===== src/rtl/cfglex_pkg.sv =====
// shared types, character constants and helpers of the configuration text lexer
package cfglex_pkg;

   localparam int POS_W   = 16;
   localparam int LIMIT_W = 11;
   localparam int KIND_W  = 3;
   localparam int DATA_W  = 40;

   localparam logic [LIMIT_W-1:0] LIMIT_RESET = 11'd1024;

   localparam logic [7:0] CHAR_UNDERSCORE = 8'h5f;
   localparam logic [7:0] CHAR_QUOTE      = 8'h22;
   localparam logic [7:0] CHAR_SLASH      = 8'h2f;
   localparam logic [7:0] CHAR_NEWLINE    = 8'h0a;
   localparam logic [7:0] CHAR_LBRACE     = 8'h7b;
   localparam logic [7:0] CHAR_RBRACE     = 8'h7d;
   localparam logic [7:0] CHAR_COLON      = 8'h3a;
   localparam logic [7:0] CHAR_COMMA      = 8'h2c;
   localparam logic [7:0] CHAR_POINT      = 8'h2e;
   localparam logic [7:0] CHAR_PLUS       = 8'h2b;
   localparam logic [7:0] CHAR_MINUS      = 8'h2d;
   localparam logic [7:0] CHAR_LOWER_E    = 8'h65;
   localparam logic [7:0] CHAR_UPPER_E    = 8'h45;

   typedef enum logic [2:0] {
      MODE_IDLE,
      MODE_NAME,
      MODE_STR,
      MODE_NUM,
      MODE_SLASH,
      MODE_COMMENT
   } mode_type;

   typedef enum logic [2:0] {
      PHASE_INT,
      PHASE_FRAC,
      PHASE_EMARK,
      PHASE_ESIGN,
      PHASE_EDIG
   } phase_type;

   typedef enum logic [KIND_W-1:0] {
      KIND_LBRACE,
      KIND_RBRACE,
      KIND_COLON,
      KIND_COMMA,
      KIND_NAME,
      KIND_STRING,
      KIND_NUMBER
   } kind_type;

   typedef struct packed {
      logic               last;
      kind_type           kind;
      logic [POS_W-1:0]   start;
      logic [POS_W-1:0]   length;
   } tok_type;

   // tokens produced by one accepted item, first one in slot 0
   typedef struct packed {
      logic    v0;
      logic    v1;
      tok_type t0;
      tok_type t1;
   } push_type;

   function automatic logic is_digit(input logic [7:0] c);
      return c inside {[8'h30:8'h39]};
   endfunction

   function automatic logic is_alpha(input logic [7:0] c);
      return (c inside {[8'h61:8'h7a]}) || (c inside {[8'h41:8'h5a]}) ||
             (c == CHAR_UNDERSCORE);
   endfunction

endpackage


===== src/rtl/cfglex_core.sv =====
// lexer state machine: one character per accepted item, up to two tokens out
module cfglex_core import cfglex_pkg::*; (
   input  logic               clock,
   input  logic               reset,
   input  logic               accept,
   input  logic [7:0]         text_char,
   input  logic               end_of_text,
   input  logic [LIMIT_W-1:0] token_limit,
   output push_type           push
);

   mode_type           mode_ff, mode_in;
   phase_type          phase_ff, phase_in;
   logic [POS_W-1:0]   pos_ff, pos_in;
   logic [POS_W-1:0]   start_ff, start_in;
   logic [LIMIT_W-1:0] count_ff, count_in;

   logic               e1_v, e2_v, relex, takes, k1, k2;
   kind_type           e1_kind, e2_kind;
   logic [POS_W-1:0]   span;
   logic [LIMIT_W-1:0] count_mid;
   tok_type            tok1, tok2;

   always_ff @(posedge clock) begin
      if (reset) begin
         mode_ff  <= MODE_IDLE;
         phase_ff <= PHASE_INT;
         pos_ff   <= '0;
         start_ff <= '0;
         count_ff <= '0;
      end else if (accept) begin
         mode_ff  <= mode_in;
         phase_ff <= phase_in;
         pos_ff   <= pos_in;
         start_ff <= start_in;
         count_ff <= count_in;
      end
   end

   always_comb begin
      mode_in  = mode_ff;
      phase_in = phase_ff;
      start_in = start_ff;
      pos_in   = pos_ff + POS_W'(1);
      e1_v     = 1'b0;
      e1_kind  = KIND_NAME;
      e2_v     = 1'b0;
      e2_kind  = KIND_LBRACE;
      relex    = 1'b0;
      takes    = 1'b0;
      span     = pos_ff - start_ff;

      // number continuation
      case (phase_ff)
         PHASE_INT: begin
            if (is_digit(text_char)) begin
               takes = 1'b1;
            end else if (text_char == CHAR_POINT) begin
               takes = 1'b1;  phase_in = PHASE_FRAC;
            end else if (text_char == CHAR_LOWER_E || text_char == CHAR_UPPER_E) begin
               takes = 1'b1;  phase_in = PHASE_EMARK;
            end
         end
         PHASE_FRAC: begin
            if (is_digit(text_char)) begin
               takes = 1'b1;
            end else if (text_char == CHAR_LOWER_E || text_char == CHAR_UPPER_E) begin
               takes = 1'b1;  phase_in = PHASE_EMARK;
            end
         end
         PHASE_EMARK: begin
            if (text_char == CHAR_PLUS || text_char == CHAR_MINUS) begin
               takes = 1'b1;  phase_in = PHASE_ESIGN;
            end else if (is_digit(text_char)) begin
               takes = 1'b1;  phase_in = PHASE_EDIG;
            end
         end
         PHASE_ESIGN: begin
            if (is_digit(text_char)) begin
               takes = 1'b1;  phase_in = PHASE_EDIG;
            end
         end
         PHASE_EDIG: begin
            takes = is_digit(text_char);
         end
         default: begin
            takes = 1'b0;
         end
      endcase
      if (mode_ff != MODE_NUM) begin
         phase_in = phase_ff;
      end

      if (end_of_text) begin
         case (mode_ff)
            MODE_NAME: begin
               e1_v = 1'b1;  e1_kind = KIND_NAME;
            end
            MODE_STR: begin
               e1_v = 1'b1;  e1_kind = KIND_STRING;
            end
            MODE_NUM: begin
               e1_v = 1'b1;  e1_kind = KIND_NUMBER;
            end
            default: begin
               e1_v = 1'b0;
            end
         endcase
         mode_in  = MODE_IDLE;
         phase_in = PHASE_INT;
         pos_in   = '0;
         start_in = '0;
      end else begin
         case (mode_ff)
            MODE_NAME: begin
               if (!(is_alpha(text_char) || is_digit(text_char))) begin
                  e1_v = 1'b1;  e1_kind = KIND_NAME;  relex = 1'b1;
               end
            end
            MODE_STR: begin
               if (text_char == CHAR_QUOTE) begin
                  e1_v = 1'b1;  e1_kind = KIND_STRING;  mode_in = MODE_IDLE;
               end
            end
            MODE_NUM: begin
               if (!takes) begin
                  e1_v = 1'b1;  e1_kind = KIND_NUMBER;
                  phase_in = PHASE_INT;  relex = 1'b1;
               end
            end
            MODE_SLASH: begin
               if (text_char == CHAR_SLASH) begin
                  mode_in = MODE_COMMENT;
               end else begin
                  relex = 1'b1;
               end
            end
            MODE_COMMENT: begin
               if (text_char == CHAR_NEWLINE) begin
                  mode_in = MODE_IDLE;
               end
            end
            default: begin
               relex = 1'b1;
            end
         endcase

         // terminating byte, or any byte in idle mode, lexed afresh at its own offset
         if (relex) begin
            mode_in = MODE_IDLE;
            if (is_digit(text_char)) begin
               mode_in = MODE_NUM;  phase_in = PHASE_INT;  start_in = pos_ff;
            end else if (is_alpha(text_char)) begin
               mode_in = MODE_NAME;  start_in = pos_ff;
            end else if (text_char == CHAR_QUOTE) begin
               mode_in = MODE_STR;  start_in = pos_ff + POS_W'(1);
            end else if (text_char == CHAR_SLASH) begin
               mode_in = MODE_SLASH;
            end else if (text_char == CHAR_LBRACE) begin
               e2_v = 1'b1;  e2_kind = KIND_LBRACE;
            end else if (text_char == CHAR_RBRACE) begin
               e2_v = 1'b1;  e2_kind = KIND_RBRACE;
            end else if (text_char == CHAR_COLON) begin
               e2_v = 1'b1;  e2_kind = KIND_COLON;
            end else if (text_char == CHAR_COMMA) begin
               e2_v = 1'b1;  e2_kind = KIND_COMMA;
            end
         end
      end

      // token limit
      k1        = e1_v && (count_ff < token_limit);
      count_mid = count_ff + LIMIT_W'(k1);
      k2        = e2_v && (count_mid < token_limit);
      count_in  = end_of_text ? '0 : count_mid + LIMIT_W'(k2);

      tok1 = '{last: 1'b0, kind: e1_kind, start: start_ff, length: span};
      tok2 = '{last: 1'b1, kind: e2_kind, start: pos_ff, length: '0};

      push = '0;
      if (k1) begin
         push.v0      = accept;
         push.t0      = tok1;
         push.t0.last = !k2;
         push.v1      = accept && k2;
         push.t1      = tok2;
      end else begin
         push.v0 = accept && k2;
         push.t0 = tok2;
         push.t1 = tok2;
      end
   end

endmodule


===== src/rtl/cfglex_queue.sv =====
// four-entry token queue taking up to two tokens per cycle, one out per cycle while out_ready is high
module cfglex_queue import cfglex_pkg::*; (
   input  logic     clock,
   input  logic     reset,
   input  push_type push,
   output logic     room,
   output logic     out_valid,
   input  logic     out_ready,
   output tok_type  out_tok
);

   tok_type     mem_ff [4];
   logic [1:0]  wr_ptr_ff, wr_ptr_in;
   logic [1:0]  rd_ptr_ff, rd_ptr_in;
   logic [2:0]  count_ff, count_in;
   logic        pop;
   logic [1:0]  push_n;

   always_comb begin
      out_valid = count_ff != 3'd0;
      room      = count_ff <= 3'd2;
      out_tok   = mem_ff[rd_ptr_ff];
      pop       = out_valid && out_ready;
      push_n    = {1'b0, push.v0} + {1'b0, push.v1};
      wr_ptr_in = wr_ptr_ff + push_n;
      rd_ptr_in = rd_ptr_ff + {1'b0, pop};
      count_in  = count_ff + {1'b0, push_n} - {2'b00, pop};
   end

   always_ff @(posedge clock) begin
      if (reset) begin
         wr_ptr_ff <= '0;
         rd_ptr_ff <= '0;
         count_ff  <= '0;
      end else begin
         wr_ptr_ff <= wr_ptr_in;
         rd_ptr_ff <= rd_ptr_in;
         count_ff  <= count_in;
      end
   end

   always_ff @(posedge clock) begin
      if (push.v0) begin
         mem_ff[wr_ptr_ff] <= push.t0;
      end
      if (push.v1) begin
         mem_ff[wr_ptr_ff + 2'd1] <= push.t1;
      end
   end

endmodule


===== src/rtl/config_text_lexer.sv =====
// top level of the streaming configuration text lexer
// The lexer takes one text byte per item on the req_ channel and returns
// tokens (open brace, close brace, colon, comma, name, quoted string,
// number) on the rsp_ channel, each with its start offset and span length;
// rsp_tlast marks the last token caused by one item. An item with req_tlast
// high carries no byte: it closes any pending name, number or string and
// starts a new text with offsets and token count back at zero. Whitespace,
// stray bytes, a lone slash and // comments are skipped; once token_limit
// tokens were sent in a text, further tokens are dropped. Rate: one item per
// clock cycle while the queue has room. Each item is lexed in the cycle it is
// accepted and its tokens (zero, one or two) go into a four-entry output queue
// that sends one token per cycle while rsp_tready is high, and input is held
// off while the queue has fewer than two free entries. The tokens of an
// accepted item are registered in the queue behind any tokens still waiting.
module config_text_lexer import cfglex_pkg::*; (
   input  logic               clock,
   input  logic               reset,
   // input item channel
   input  logic               req_tvalid,
   output logic               req_tready,
   input  logic [7:0]         req_tdata,    // [7:0] text_char
   input  logic               req_tlast,    // end_of_text
   // token channel
   output logic               rsp_tvalid,
   input  logic               rsp_tready,
   output logic [DATA_W-1:0]  rsp_tdata,    // [2:0] token_kind, [18:3] token_start,
                                            // [34:19] token_length, [39:35] zero
   output logic               rsp_tlast,    // run_last
   // token_limit register
   input  logic               csr_wr_en,
   input  logic [LIMIT_W-1:0] csr_wr_data
);

   logic [LIMIT_W-1:0] limit_ff;
   logic               accept;
   logic               room;
   push_type           push;
   tok_type            head;

   // token limit register, kept across texts
   always_ff @(posedge clock) begin
      if (reset) begin
         limit_ff <= LIMIT_RESET;
      end else if (csr_wr_en) begin
         limit_ff <= csr_wr_data;
      end
   end

   // take an item whenever the queue can absorb two tokens
   assign req_tready = room;
   assign accept     = req_tvalid && req_tready;

   cfglex_core u_core (
      .clock       (clock),
      .reset       (reset),
      .accept      (accept),
      .text_char   (req_tdata),
      .end_of_text (req_tlast),
      .token_limit (limit_ff),
      .push        (push)
   );

   cfglex_queue u_queue (
      .clock     (clock),
      .reset     (reset),
      .push      (push),
      .room      (room),
      .out_valid (rsp_tvalid),
      .out_ready (rsp_tready),
      .out_tok   (head)
   );

   // pack the head token
   assign rsp_tdata = {5'b00000, head.length, head.start, head.kind};
   assign rsp_tlast = head.last;

endmodule

===== config.mk =====
export PLATFORM = sky130hd
export DESIGN_NAME = config_text_lexer
export DESIGN_NICKNAME = d
export VERILOG_FILES = /design/src/rtl/cfglex_pkg.sv /design/src/rtl/cfglex_core.sv /design/src/rtl/cfglex_queue.sv /design/src/rtl/config_text_lexer.sv
export SDC_FILE = /design/constraint.sdc
export NUM_CORES = 1
export LEC_CHECK = 0
export CAP_MARGIN = 20
export CORE_UTILIZATION = 35
export CTS_CLUSTER_SIZE = 20
export DETAILED_ROUTE_END_ITERATION = 7
export DONT_BUFFER_PORTS = 1
export GPL_TIMING_DRIVEN = 0
export PLACE_DENSITY = 0.6
export SETUP_SLACK_MARGIN = 0.5
export SYNTH_ARGS = -nofsm -noshare
export SYNTH_HDL_FRONTEND = slang
export SYNTH_SLANG_ARGS = --single-unit

===== constraint.sdc =====
create_clock -name clock -period 10.1 [get_ports clock]
set_input_delay 1.515 -clock clock [delete_from_list [all_inputs] [get_ports clock]]
set_output_delay 1.515 -clock clock [all_outputs]
set_load 0.005 [all_outputs]

Word-level counts from Yosys, hierarchy flattened. Memory sizes are Yosys's and may differ from the RTL's. A register that Yosys moved wholly into a read port is not among the register bits. Index checks and enable logic that the tools add are counted. Widths: inputs -> output; s select.

Flip-flop bits (word level): 67. Memory bits (writable): 144. Input bits: 25. Logic and storage cells: 157. Memories: 1.

Add/subtract/negate cells: 10. Order comparisons: 9. Equality and inequality tests: 26. Multiplexer cells: 79. Reduce and logical (&&, ||, !) cells: 23.

Memory list: u_queue.mem_ff (words 4, bits a word 36, rd ports 1, clocked after memory_dff 1, wr ports 2, line cfglex_queue.sv:12) `tok_type mem_ff [4];`.

Operators by type and width (count): $mux 16 (6); $mux 3 (31); $mux 72 (1); $eq 8x6->1 const B (7); $eq 8x7->1 const B (5); $mux 1 (30); $add 11x1->11 (2); $lt 11x11->1 (2); $add 16x1->16 const B (1); $ge 8x7->1 const B (2); $le 8x7->1 const B (2); $sub 16x16->16 (1); $eq 3x2->1 const B (4); $ne 4x2->1 const B (3); $pmux 3 s4 (1); $mux 11 (1); $eq 3x3->1 const B (3); $pmux 3 s3 (1); $eq 8x4->1 const B (1); $ge 8x6->1 const B (1); $le 8x6->1 const B (1); $logic_and 1x1->1 (8); $eq 3x1->1 const B (2); $mux 2 (3); 24 further kinds (28).

Logic depth before layout (Yosys ltp). Gate-level depths: netlist (run 1).

Depth in word-level cells: 18. Gate-level depth with buffers: 29.

By module. Synthesis (run 1) repeated with hierarchy kept, for this count alone.

Cell total of the unflattened synthesis: 1103. Area, all modules: 13132.6 um^2.

Modules (own cells, without submodules): cfglex_queue (instances 1, cells an instance 395, area each 7722.4 um^2, sequential area each 4464.3 um^2); cfglex_core (instances 1, cells an instance 666, area each 4972.3 um^2, sequential area each 980.9 um^2); config_text_lexer (instances 1, cells an instance 42, area each 437.9 um^2, sequential area each 220.2 um^2).

Worst setup path after synthesis (run 1). OpenSTA, ideal clock, no wires.

Kind: input -> register. From: input port req_tdata[2]. To: register u_queue.count_ff[2]. Setup time: 0.128 ns. Arrival: 7.327 ns. Setup slack: 2.645 ns. Cell stages on the path: 28. Path through: buf_6 -> or4b_4 -> nor4_4 -> a21oi_1 -> o41a_1 -> a211o_4 -> inv_1 -> clkbuf_1 -> ha_1 -> ha_1 -> nand2_1 -> nor2_1 -> and3_1 -> xnor2_1 -> inv_1 -> ha_1 -> a211o_1 -> a21oi_1 -> nor2_1 -> or3_4 -> nor3_1 -> ha_1 -> inv_1 -> ha_1 -> fa_1 -> xnor2_1 -> xnor2_1 -> nor2_1.

Word-level cells in the longest chain between the ends: 18. Elaborated cells between the ends (all ways): 61.

Ends and longest elaborated chain: start, declared (line config_text_lexer.sv:21) `input logic [7:0] req_tdata,`; branches (longest 15 deep; another with $add 11x1->11); $add 1x1->2 (*) (line cfglex_queue.sv:24) `push_n = {1'b0, push.v0} + {1'b0, push.v1};`; $add 3x2->3 (*) (line cfglex_queue.sv:27) `count_in = count_ff + {1'b0, push_n} - {2'b00, pop};`; $sub 3x1->3 (*) (line cfglex_queue.sv:27); end signal, assigned (line cfglex_queue.sv:38) `count_ff <= count_in;`; end, declared (line cfglex_queue.sv:15) `logic [2:0] count_ff, count_in;`.

Mark *: on every way between the ends. The select of a mux whose other input is x is not followed. A chain may end at the register's enable or synchronous reset.

Final worst setup path (run 1).
From: input port req_tdata[3]. To: register u_queue.count_ff[2].

The elaborated chain is that of the path after synthesis.

==> flow_metrics.env, run 1 <==
export IMPL_grt_setup_unrepaired="no"
export IMPL_detail_route_antenna_nets=0
export IMPL_cts_repair_resized=0
export IMPL_synth_area_per_cell_um2=10.2
export IMPL_area_growth_pct=12.2
export IMPL_skew_ns=0.0135
export IMPL_finalSetupTns_ns=0
export IMPL_rows=66
export IMPL_yosysSeqAreaShare=0.426
export IMPL_grt_max_degree=19
export IMPL_startpoint="req_tdata[3]"
export IMPL_fp_dieW_um=184
export IMPL_required_ns=10.49
export IMPL_synth_compound_area_frac=0.210
export IMPL_reg2reg_to="u_queue.count_ff[2]"
export IMPL_yosys_area_top_type="dfxtp_1"
export IMPL_ys_flop_type="dfxtp_1"
export IMPL_htreeDepth=1
export IMPL_min_from="u_queue.mem_ff[0][34]"
export IMPL_rr_startpoint="u_core.phase_ff[2]"
export IMPL_ys_ff_latch=211
export IMPL_grt_first_pass_wirelength_um=51000
export IMPL_p_int_mw=1.57
export IMPL_synth_edf_count=72
export IMPL_p_leak_nw=4.50
export IMPL_setup_ws_ns=1.79
export IMPL_global_route_overflow_total=0
export IMPL_yosys_warnings=0
export IMPL_clkPwrFrac=0.424
export IMPL_syn_inst=1134
export IMPL_crit_slowest_cell="a31oi_1"
export IMPL_hold_end="u_queue.mem_ff[0][34]"
export IMPL_synthDistinctLibCells=81
export IMPL_synth_fa_ha_area_frac=0.0530
export IMPL_r2r_cells=27
export IMPL_synthTopCellsByCount="139 x dfxtp_1, 76 x nor2_1, 72 x edfxtp_1"
export IMPL_synth_area_top_cells="dfxtp_1 24%, edfxtp_1 19%, mux4_2 7.0%"
export IMPL_end_kind="register"
export IMPL_via_per_inst=5.68
export IMPL_synth_top_family_by_area="compound AO/OA/AOI/OAI gates"
export IMPL_drc=0
export IMPL_slew_viol_final=0
export IMPL_yosys_area_share_simple=0.134
export IMPL_tightest_slew_ns=1.12
export IMPL_grt_antenna_before_repair=0
export IMPL_cp_start_kind="input pin"
export IMPL_clk_transition_reported_paths_ns=0.06
export IMPL_num_vias=9232
export IMPL_cp_max_fo=10
export IMPL_drt_iter0_drc=704
export IMPL_synth_xor_area_share=0.0377
export IMPL_finalCritPeriodShare=0.823
export IMPL_start_util=0.356
export IMPL_swShare=0.268
export IMPL_cts_sinks=211
export IMPL_clockRootBuffer="clkbuf_16"
export IMPL_rrSetupSlack_ns=2.89
export IMPL_cts_setup_buffers=0
export IMPL_grt_pass1_vias=8980
export IMPL_clk_latency_ns=0.53
export IMPL_place_gp_congestion=0.953
export IMPL_worstPathArrival_ns=8.70
export IMPL_seq_power_share=0.418
export IMPL_async_flop_share=0
export IMPL_setup_viol=0
export IMPL_port_buffers=0
export IMPL_powerDensity_nw_per_um2=165
export IMPL_maxCapViolCount=0
export IMPL_cpMostUsedCell="ha_1"
export IMPL_fill_cells=3229
export IMPL_num_antenna_cells=0
export IMPL_core_area_um2=32600
export IMPL_max_stage_delay_ns=0.72
export IMPL_dieArea_um2=33900
export IMPL_hp_class="register to register"
export IMPL_yosysMostFrequentCell="dfxtp_1"
export IMPL_p_comb_frac=0.158
export IMPL_max_slew_margin=0.246
export IMPL_layout_nets=1239
export IMPL_hold_viol=0
export IMPL_fmax_ghz=0.120
export IMPL_critPathKind="input pin to register"
export IMPL_avgRoutedWirePerCell_um=20.0
export IMPL_drt_pre_antenna_iters=5
export IMPL_dieHeight_um=184
export IMPL_ir_drop_v=0.000139
export IMPL_finalCriticalPeriod_ns=8.31
export IMPL_gr_usage_all_layers=0.193
export IMPL_synthMuxAreaShare=0.0810
export IMPL_postCtsHoldBufs=0
export IMPL_cts_buffers=25
export IMPL_tritoncts="done"
export IMPL_pin_count=68
export IMPL_totalWireLength_um=32500
export IMPL_drive_gt1_frac=0.114
export IMPL_dpl_cell_count=1581
export IMPL_clock_path_buffers=3
export IMPL_dp_hpwl_um=23700
export IMPL_dp_slack_ns=1.35
export IMPL_power_switching_mw=0.576
export IMPL_hold_path_depth=1
export IMPL_synth_top_area_frac=0.240
export IMPL_synth_cell_area_um2=11600
export IMPL_status="finished, final reports clean"
export IMPL_stdcell_count=1626
## cell families (layout without fill, tap and decap cells)
group | after synthesis | after routing
AOI/OAI and AO/OA | 331 | 331
xor gates and xnor gates | 50 | 50
adders and majority gates | 48 | 48
buffers and inverters | 154 | 200
DFF | 211 | 211
muxes | 49 | 49
other | 1 | 5
and+or+nand+nor | 290 | 290
## layout make-up
| cell class | instances | area (um2) | share of cell area |
|---|---|---|---|
| plain buffers | 91 | 432 | 0.0331 |
| clock buffers | 37 | 733 | 0.0563 |
| clock inverters | 8 | 98.8 | 0.00759 |
| inverters | 63 | 236 | 0.0182 |
| multi-input cells | 773 | 6010 | 0.462 |
| flip-flops and latches | 211 | 4940 | 0.380 |
| well taps | 442 | 553 | 0.0425 |
| repair buffers | 1 | 15.0 | 0.00115 |
## cells in the final DEF (no fill, tap or decap), types with 13 or more instances in the layout
master	n
dfxtp_1	139
nor2_1	76
edfxtp_1	72
a22o_1	68
inv_1	62
a21oi_1	61
clkbuf_1	59
o2bb2ai_1	56
nand2_1	50
o21ai_0	50
ha_1	46
xnor2_1	38
mux4_2	36
nor3_1	31
clkbuf_16	25
nand3_1	23
or4_1	20
or3_1	13
mux2i_1	13
## critical path: cells and delay by family
kind	cells	cell delay, ns
xor gates and xnor gates	3	0.54
and+or+nand+nor	8	1.67
adders and majority gates	6	1.74
AOI/OAI and AO/OA	6	2.06
buffers and inverters	6	1.16
## sequential cells by signal, indices dropped and copies added (netlist names)
signal             count
u_core.start_ff       16
u_queue.wr_ptr_ff      2
u_core.pos_ff         16
u_core.count_ff       11
u_queue.count_ff       3
limit_ff              11
u_core.phase_ff        3
u_core.mode_ff         3
u_queue.mem_ff       144
u_queue.rd_ptr_ff      2
## power by group through the flow
stage | Sequential [mW] | Combinational, mW | Clock, mW
global route | 0.901 | 0.374 | 0.965
CTS | 0.898 | 0.345 | 0.926
finish | 0.899 | 0.340 | 0.911
detailed placement | 0.917 | 0.343 | 0
floorplan | 0.914 | 0.246 | 0
global placement | 0.916 | 0.335 | 0
## metrics by stage
step                      utilization  total power [mW]  hold slack [ns]  instance area [um2]
after floorplan                     -              1.16            0.421                11600
after global placement          0.373              1.25            0.429                12200
after detailed placement        0.374              1.26            0.439                12200
after CTS                       0.399              2.17            0.453                13000
after global routing            0.399              2.24            0.473                13000
final                           0.399              2.15            0.450                13000
## how the worst max path moves through the flow
stage	end	slack, ns	cells past startpoint
3_5_place_dp	u_queue.count_ff[2]	1.35	29
5_1_grt	u_queue.count_ff[2]	1.41	29
3_3_place_gp	u_queue.count_ff[2]	1.38	29
2_1_floorplan	u_queue.count_ff[2]	2.65	28
4_1_cts	u_queue.count_ff[2]	1.86	29
6_report	u_queue.count_ff[2]	1.79	29
## metal layers
| metal | vias up | global-route usage | part of all wire |
|---|---|---|---|
| met2 | 282 | 0.319 | 0.47 |
| met3 | 49 | 0.0369 | 0.066 |
| li1 | 4336 | - | - |
| met1 | 4565 | 0.258 | 0.44 |
| met5 | - | 0 | 0 |
| met4 | 0 | 0.0513 | 0.023 |
Note: power is estimated with default switching activity, not from simulation.
==> inputs of run 2 (changes only) <==
--- a/config.mk
+++ b/config.mk
@@ -11,7 +11,7 @@
 export DETAILED_ROUTE_END_ITERATION = 7
 export DONT_BUFFER_PORTS = 1
 export GPL_TIMING_DRIVEN = 0
-export PLACE_DENSITY = 0.6
+export PLACE_DENSITY = 0.62
 export SETUP_SLACK_MARGIN = 0.5
 export SYNTH_ARGS = -nofsm -noshare
 export SYNTH_HDL_FRONTEND = slang
==> constraint.sdc (replaced) <==
create_clock -name clock -period 7.47 [get_ports clock]
set_input_delay 1.1205 -clock clock [delete_from_list [all_inputs] [get_ports clock]]
set_output_delay 1.1205 -clock clock [all_outputs]
set_load 0.005 [all_outputs]
==> run 2 against run 1 <==
Against the previous run:
- sequential power increased by 36%
- non-clock buffer count increased by 5
- power grew 33%
- clock-buffer cell count is 5 lower
- combinational power up 36%
- hold slack better by 0.0026 ns
- critical path type unchanged
- sequential cell count unchanged
- clock power rose by 30%
- die area stayed put
- cell area is 1.1% higher
- clock skew grew 0.0024 ns
- global-route usage shrank 0.088 points
- largest cell class unchanged
- largest power group is now registers
==> flow_metrics.env, run 2 (same netlist as run 1, synthesis figures left out) <==
export IMPL_max_slew_margin=0.306
export IMPL_largest_reg_flops=144
export IMPL_powerDensity_nw_per_um2=217
export IMPL_drc=0
export IMPL_tightest_slew_ns=1.03
export IMPL_layout_commonest_cell="dfxtp_1"
export IMPL_grt_setup_unrepaired="yes"
export IMPL_status="finished, final reports clean"
export IMPL_slew_viol_final=0
export IMPL_finalCriticalPeriod_ns=6.88
export IMPL_avgRoutedWirePerCell_um=20.0
export IMPL_clockRootBuffer="clkbuf_16"
export IMPL_grt_max_degree=19
export IMPL_grt_first_pass_wirelength_um=50500
export IMPL_cts_buffers=24
export IMPL_critPathKind="input pin to register"
export IMPL_cp_max_fo=10
export IMPL_drt_pre_antenna_iters=5
export IMPL_regMostFlops="u_queue.mem_ff"
export IMPL_num_antenna_cells=0
export IMPL_finalCritPeriodShare=0.921
export IMPL_stdcell_count=1630
export IMPL_totalWireLength_um=32600
export IMPL_endpoint="u_queue.count_ff[2]"
export IMPL_maxCapViolCount=0
export IMPL_port_buffers=0
export IMPL_start_util=0.356
export IMPL_fmax_ghz=0.145
export IMPL_finalInstanceArea_um2=13200
export IMPL_dieHeight_um=184
export IMPL_worstPathArrival_ns=7.26
export IMPL_place_gp_congestion=0.926
export IMPL_fp_dieW_um=184
export IMPL_tritoncts="done"
export IMPL_required_ns=7.86
export IMPL_placed_area_um2=12200
export IMPL_clk_transition_reported_paths_ns=0.06
export IMPL_grt_antenna_before_repair=0
export IMPL_gr_usage_all_layers=0.192
export IMPL_global_route_overflow_total=0
export IMPL_startpoint="req_tdata[1]"
export IMPL_drive_gt1_frac=0.131
export IMPL_p_leak_nw=4.50
export IMPL_drt_iter0_drc=672
export IMPL_end_kind="register"
export IMPL_dp_hpwl_um=23800
export IMPL_clock_path_buffers=3
export IMPL_pin_count=68
export IMPL_dpl_cell_count=1581
export IMPL_hold_path_depth=1
export IMPL_setup_viol=0
export IMPL_hold_viol=0
export IMPL_final_cell_mix="139 x dfxtp_1, 75 x nor2_1, 72 x edfxtp_1"
export IMPL_rr_startpoint="u_core.phase_ff[2]"
export IMPL_layout_nets=1243
export IMPL_detail_route_antenna_nets=0
export IMPL_via_per_inst=5.58
export IMPL_num_vias=9094
export IMPL_rrSetupSlack_ns=0.94
export IMPL_grt_pass1_vias=8800
export IMPL_cp_start_kind="input pin"
export IMPL_rows=66
export IMPL_area_growth_pct=13.4
export IMPL_r2r_cells=27
export IMPL_clk_latency_ns=0.53
export IMPL_hold_ws_ns=0.453
export IMPL_finalSetupTns_ns=0
export IMPL_reg2reg_to="u_queue.count_ff[2]"
export IMPL_final_core_util=0.404
export IMPL_dieArea_um2=33900
export IMPL_ir_drop_v=0.000154
export IMPL_core_area_um2=32600
export IMPL_hp_class="register to register"
export IMPL_cts_sinks=211
export IMPL_htreeDepth=1
export IMPL_skew_ns=0.0159
export IMPL_reg_largest_list="u_queue.mem_ff (144), u_core.pos_ff (16), u_core.start_ff (16)"
-- run 2: cell count changes in the layout (fill, tap and decap cells not counted), moves of 2 or more --
cell,delta
clkinvlp_4,+5
clkinv_2,+6
clkbuf_1,-3
clkbuf_8,-2
inv_1,-5
buf_12,+3
-- run 2: power by group --
part | switching (mW) | leakage, nW | internal [mW]
Sequential | 0.0144 | 1.78 | 1.20
Clock | 0.485 | 0.409 | 0.699
Combinational | 0.279 | 2.31 | 0.183
Total | 0.778 | 4.50 | 2.08
-- run 2: worst max-delay path, cell delays in order --
cell,delay [ns]
buf_4,0.14
or4b_4,0.51
nor4_4,0.30
a21oi_1,0.12
o41a_1,0.16
a211o_4,0.42
clkinvlp_4,0.15
clkbuf_8,0.19
ha_1,0.18
ha_1,0.20
nand2_1,0.12
nor2_4,0.15
and3_1,0.21
xnor2_2,0.17
inv_1,0.09
ha_1,0.30
a211o_1,0.31
a21oi_2,0.17
nor2_1,0.13
or3_4,0.47
a21oi_1,0.20
ha_2,0.23
inv_1,0.05
ha_1,0.29
fa_1,0.45
xnor2_1,0.18
xnor2_1,0.14
nor2_1,0.05
-- run 2: final cells by class --
| cell class | instances | area [um2] |
|---|---|---|
| fill | 3155 | 19500 |
| multi-input combinational | 773 | 6080 |
| sequential | 211 | 4940 |
| clock buffer | 32 | 704 |
| tap | 442 | 553 |
| buffer | 91 | 442 |
| inverter | 63 | 255 |
| clock inverter | 12 | 97.6 |
| timing repair buffer | 6 | 90.1 |
-- run 2: worst min path at each step --
stage	from	endpoint	slack (ns)
after floorplan	u_queue.mem_ff[2][34]	u_queue.mem_ff[2][34]	0.42
after global placement	u_queue.mem_ff[2][34]	u_queue.mem_ff[2][34]	0.43
after detailed placement	u_queue.mem_ff[3][34]	u_queue.mem_ff[3][34]	0.44
after CTS	u_queue.mem_ff[3][34]	u_queue.mem_ff[3][34]	0.45
after global routing	u_queue.mem_ff[1][34]	u_queue.mem_ff[1][34]	0.47
final	u_queue.mem_ff[0][34]	u_queue.mem_ff[0][34]	0.45
-- run 2: per-stage QoR --
step	total power [mW]	worst slack, ns
2_1_floorplan	1.57	0.520
3_5_place_dp	1.70	-0.628
5_1_grt	2.97	0.312
6_report	2.86	0.593
4_1_cts	2.88	0.507
3_3_place_gp	1.69	-0.561
-- run 2: routing by layer --
metal	global-route usage	share of wire	up-vias
met4	0.0620	0.026	0
met2	0.313	0.47	234
li1	-	-	4332
met5	0	0	-
met1	0.263	0.45	4477
met3	0.0265	0.052	51
-- run 2: timing repair --
| action | 4_1_cts | 5_1_grt |
|---|---|---|
| endpoints found under the setup margin | 81 | 76 |
| hold buffers | 0 | 0 |
| gates resized for setup | 6 | 13 |
| setup buffers | 0 | 4 |
| pin swaps | 1 | 2 |
==> inputs of run 3 (changes only) <==
--- a/config.mk
+++ b/config.mk
@@ -11,7 +11,8 @@
 export DETAILED_ROUTE_END_ITERATION = 7
 export DONT_BUFFER_PORTS = 1
 export GPL_TIMING_DRIVEN = 0
-export PLACE_DENSITY = 0.62
+export PLACE_DENSITY_LB_ADDON = 0.08
+export RECOVER_POWER = 100
 export SETUP_SLACK_MARGIN = 0.5
 export SYNTH_ARGS = -nofsm -noshare
 export SYNTH_HDL_FRONTEND = slang
==> run 3 against run 2 <==
Against the previous run:
- clock skew up 0.0021 ns
- sequential cell count unchanged
- first-iteration DRC count down 18%
- fmax down 1.2%
- highest routed layer unchanged
- global-route usage up 1.7 points
- clock-buffer cell count up 3
==> flow_metrics.env, run 3 (same netlist as run 1, synthesis figures left out) <==
export IMPL_status="finished, final reports clean"
export IMPL_tightest_slew_ns=1.32
export IMPL_detail_route_antenna_nets=0
export IMPL_drt_iter0_drc=550
export IMPL_rows=66
export IMPL_worstPathArrival_ns=7.35
export IMPL_dpl_cell_count=1582
export IMPL_grt_max_degree=19
export IMPL_num_vias=9073
export IMPL_placed_area_um2=12200
export IMPL_maxCapViolCount=0
export IMPL_p_total_mw=2.89
export IMPL_ir_drop_v=0.000165
export IMPL_cts_sinks=211
export IMPL_layout_nets=1251
export IMPL_finalSetupTns_ns=0
export IMPL_grt_antenna_before_repair=0
export IMPL_grt_first_pass_wirelength_um=54200
export IMPL_via_per_inst=5.54
export IMPL_final_core_util=0.400
export IMPL_avgRoutedWirePerCell_um=21.3
export IMPL_stdcell_count=1639
export IMPL_hold_path_depth=1
export IMPL_drc=0
export IMPL_htreeDepth=1
export IMPL_port_buffers=0
export IMPL_max_slew_margin=0.114
export IMPL_hold_viol=0
export IMPL_hp_class="register to register"
export IMPL_dieArea_um2=33900
export IMPL_cts_buffers=25
export IMPL_required_ns=7.86
export IMPL_finalCriticalPeriod_ns=6.96
export IMPL_fill_cells=3213
export IMPL_slew_viol_final=0
export IMPL_finalCritPeriodShare=0.932
export IMPL_largest_reg_flops=144
export IMPL_core_area_um2=32600
export IMPL_setup_viol=0
export IMPL_place_gp_congestion=0.870
export IMPL_fmax_ghz=0.144
export IMPL_drive_gt1_frac=0.107
export IMPL_finalInstanceArea_um2=13000
export IMPL_reg_largest_list="u_queue.mem_ff (144), u_core.pos_ff (16), u_core.start_ff (16)"
export IMPL_tritoncts="done"
export IMPL_area_growth_pct=12.3
export IMPL_cp_max_fo=10
export IMPL_num_antenna_cells=0
export IMPL_global_route_overflow_total=0
export IMPL_dp_slack_ns=-0.833
export IMPL_hold_ws_ns=0.455
export IMPL_powerDensity_nw_per_um2=221
export IMPL_layout_commonest_cell="dfxtp_1"
export IMPL_grt_pass1_vias=9026
export IMPL_clockRootBuffer="clkbuf_16"
export IMPL_skew_ns=0.0180
export IMPL_cp_start_kind="input pin"
export IMPL_dp_hpwl_um=25400
export IMPL_regMostFlops="u_queue.mem_ff"
export IMPL_p_leak_nw=4.44
export IMPL_clock_path_buffers=3
export IMPL_start_util=0.356
export IMPL_r2r_cells=24
export IMPL_pin_count=68
export IMPL_critPathKind="input pin to register"
export IMPL_clk_transition_reported_paths_ns=0.05
export IMPL_gr_usage_all_layers=0.210
export IMPL_fp_dieW_um=184
export IMPL_clk_latency_ns=0.54
export IMPL_grt_setup_unrepaired="yes"
export IMPL_final_cell_mix="139 x dfxtp_1, 79 x clkbuf_1, 74 x nor2_1"
export IMPL_end_kind="register"
export IMPL_drt_pre_antenna_iters=5
export IMPL_totalWireLength_um=34800
export IMPL_setup_ws_ns=0.508
export IMPL_dieHeight_um=184
## run 3: cell types whose count changed in the layout (fill, tap and decap cells not counted), sizes merged
| cell | change |
|---|---|
| clkbuf | +19 |
| buf | -9 |
| clkinvlp | +1 |
| bufinv | +1 |
| inv | +1 |
| clkinv | -4 |
## run 3: path summary, 6_finish.rpt
kind / to / slack, ns / start
min reg2reg: u_queue.mem_ff[2][34] / 0.46 / u_queue.mem_ff[2][34]
min: u_queue.mem_ff[2][34] / 0.46 / u_queue.mem_ff[2][34]
max reg2reg: u_queue.mem_ff[3][23] / 0.83 / u_core.phase_ff[0]
max: u_queue.mem_ff[3][23] / 0.51 / req_tdata[3]
## run 3: area by class of cell
class                           instances  area, um2  share of cell area
Multi-Input combinational cell        773       6000               0.460
Sequential cell                       211       4940               0.379
Clock buffer                           35        683              0.0524
Tap cell                              442        553              0.0424
Buffer                                 91        417              0.0319
Inverter                               63        255              0.0196
Clock inverter                         11        119             0.00911
Timing Repair Buffer                   13       71.3             0.00547
## run 3: power by group
group	total [mW]	internal, mW	switching [mW]
clock network	1.21	0.709	0.498
logic	0.464	0.176	0.288
registers	1.21	1.20	0.0134
## run 3: worst max-delay path: stages
cell and delay (ns):
buf_4 0.16, nor3_1 0.07, and4_1 0.23, o32a_1 0.41
o41a_1 0.35, a211o_4 0.40, clkinvlp_4 0.11, clkbuf_8 0.18
ha_1 0.18, ha_1 0.21, nand2_1 0.13, nor2_4 0.16
and3_1 0.19, xnor2_1 0.20, inv_1 0.08, ha_1 0.30
a211o_1 0.31, a21oi_1 0.25, nor2_1 0.16, or3_1 0.45
clkbuf_1 0.16, a21oi_1 0.77, clkbuf_1 0.52, a22o_1 0.22
## run 3: routing by layer
| layer | vias up | GRT usage | share of wire |
|---|---|---|---|
| met5 | - | 0 | 0 |
| met4 | 0 | 0.0510 | 0.019 |
| met3 | 47 | 0.0287 | 0.045 |
| met2 | 223 | 0.343 | 0.47 |
| met1 | 4445 | 0.291 | 0.47 |
| li1 | 4358 | - | - |
## run 3: timing repair
| item | 4_1_cts | 5_1_grt |
|---|---|---|
| pin swaps | 2 | 4 |
| setup buffers | 1 | 10 |
| setup endpoints to repair | 93 | 79 |
| gates resized for setup | 7 | 11 |
| hold buffers | 0 | 0 |
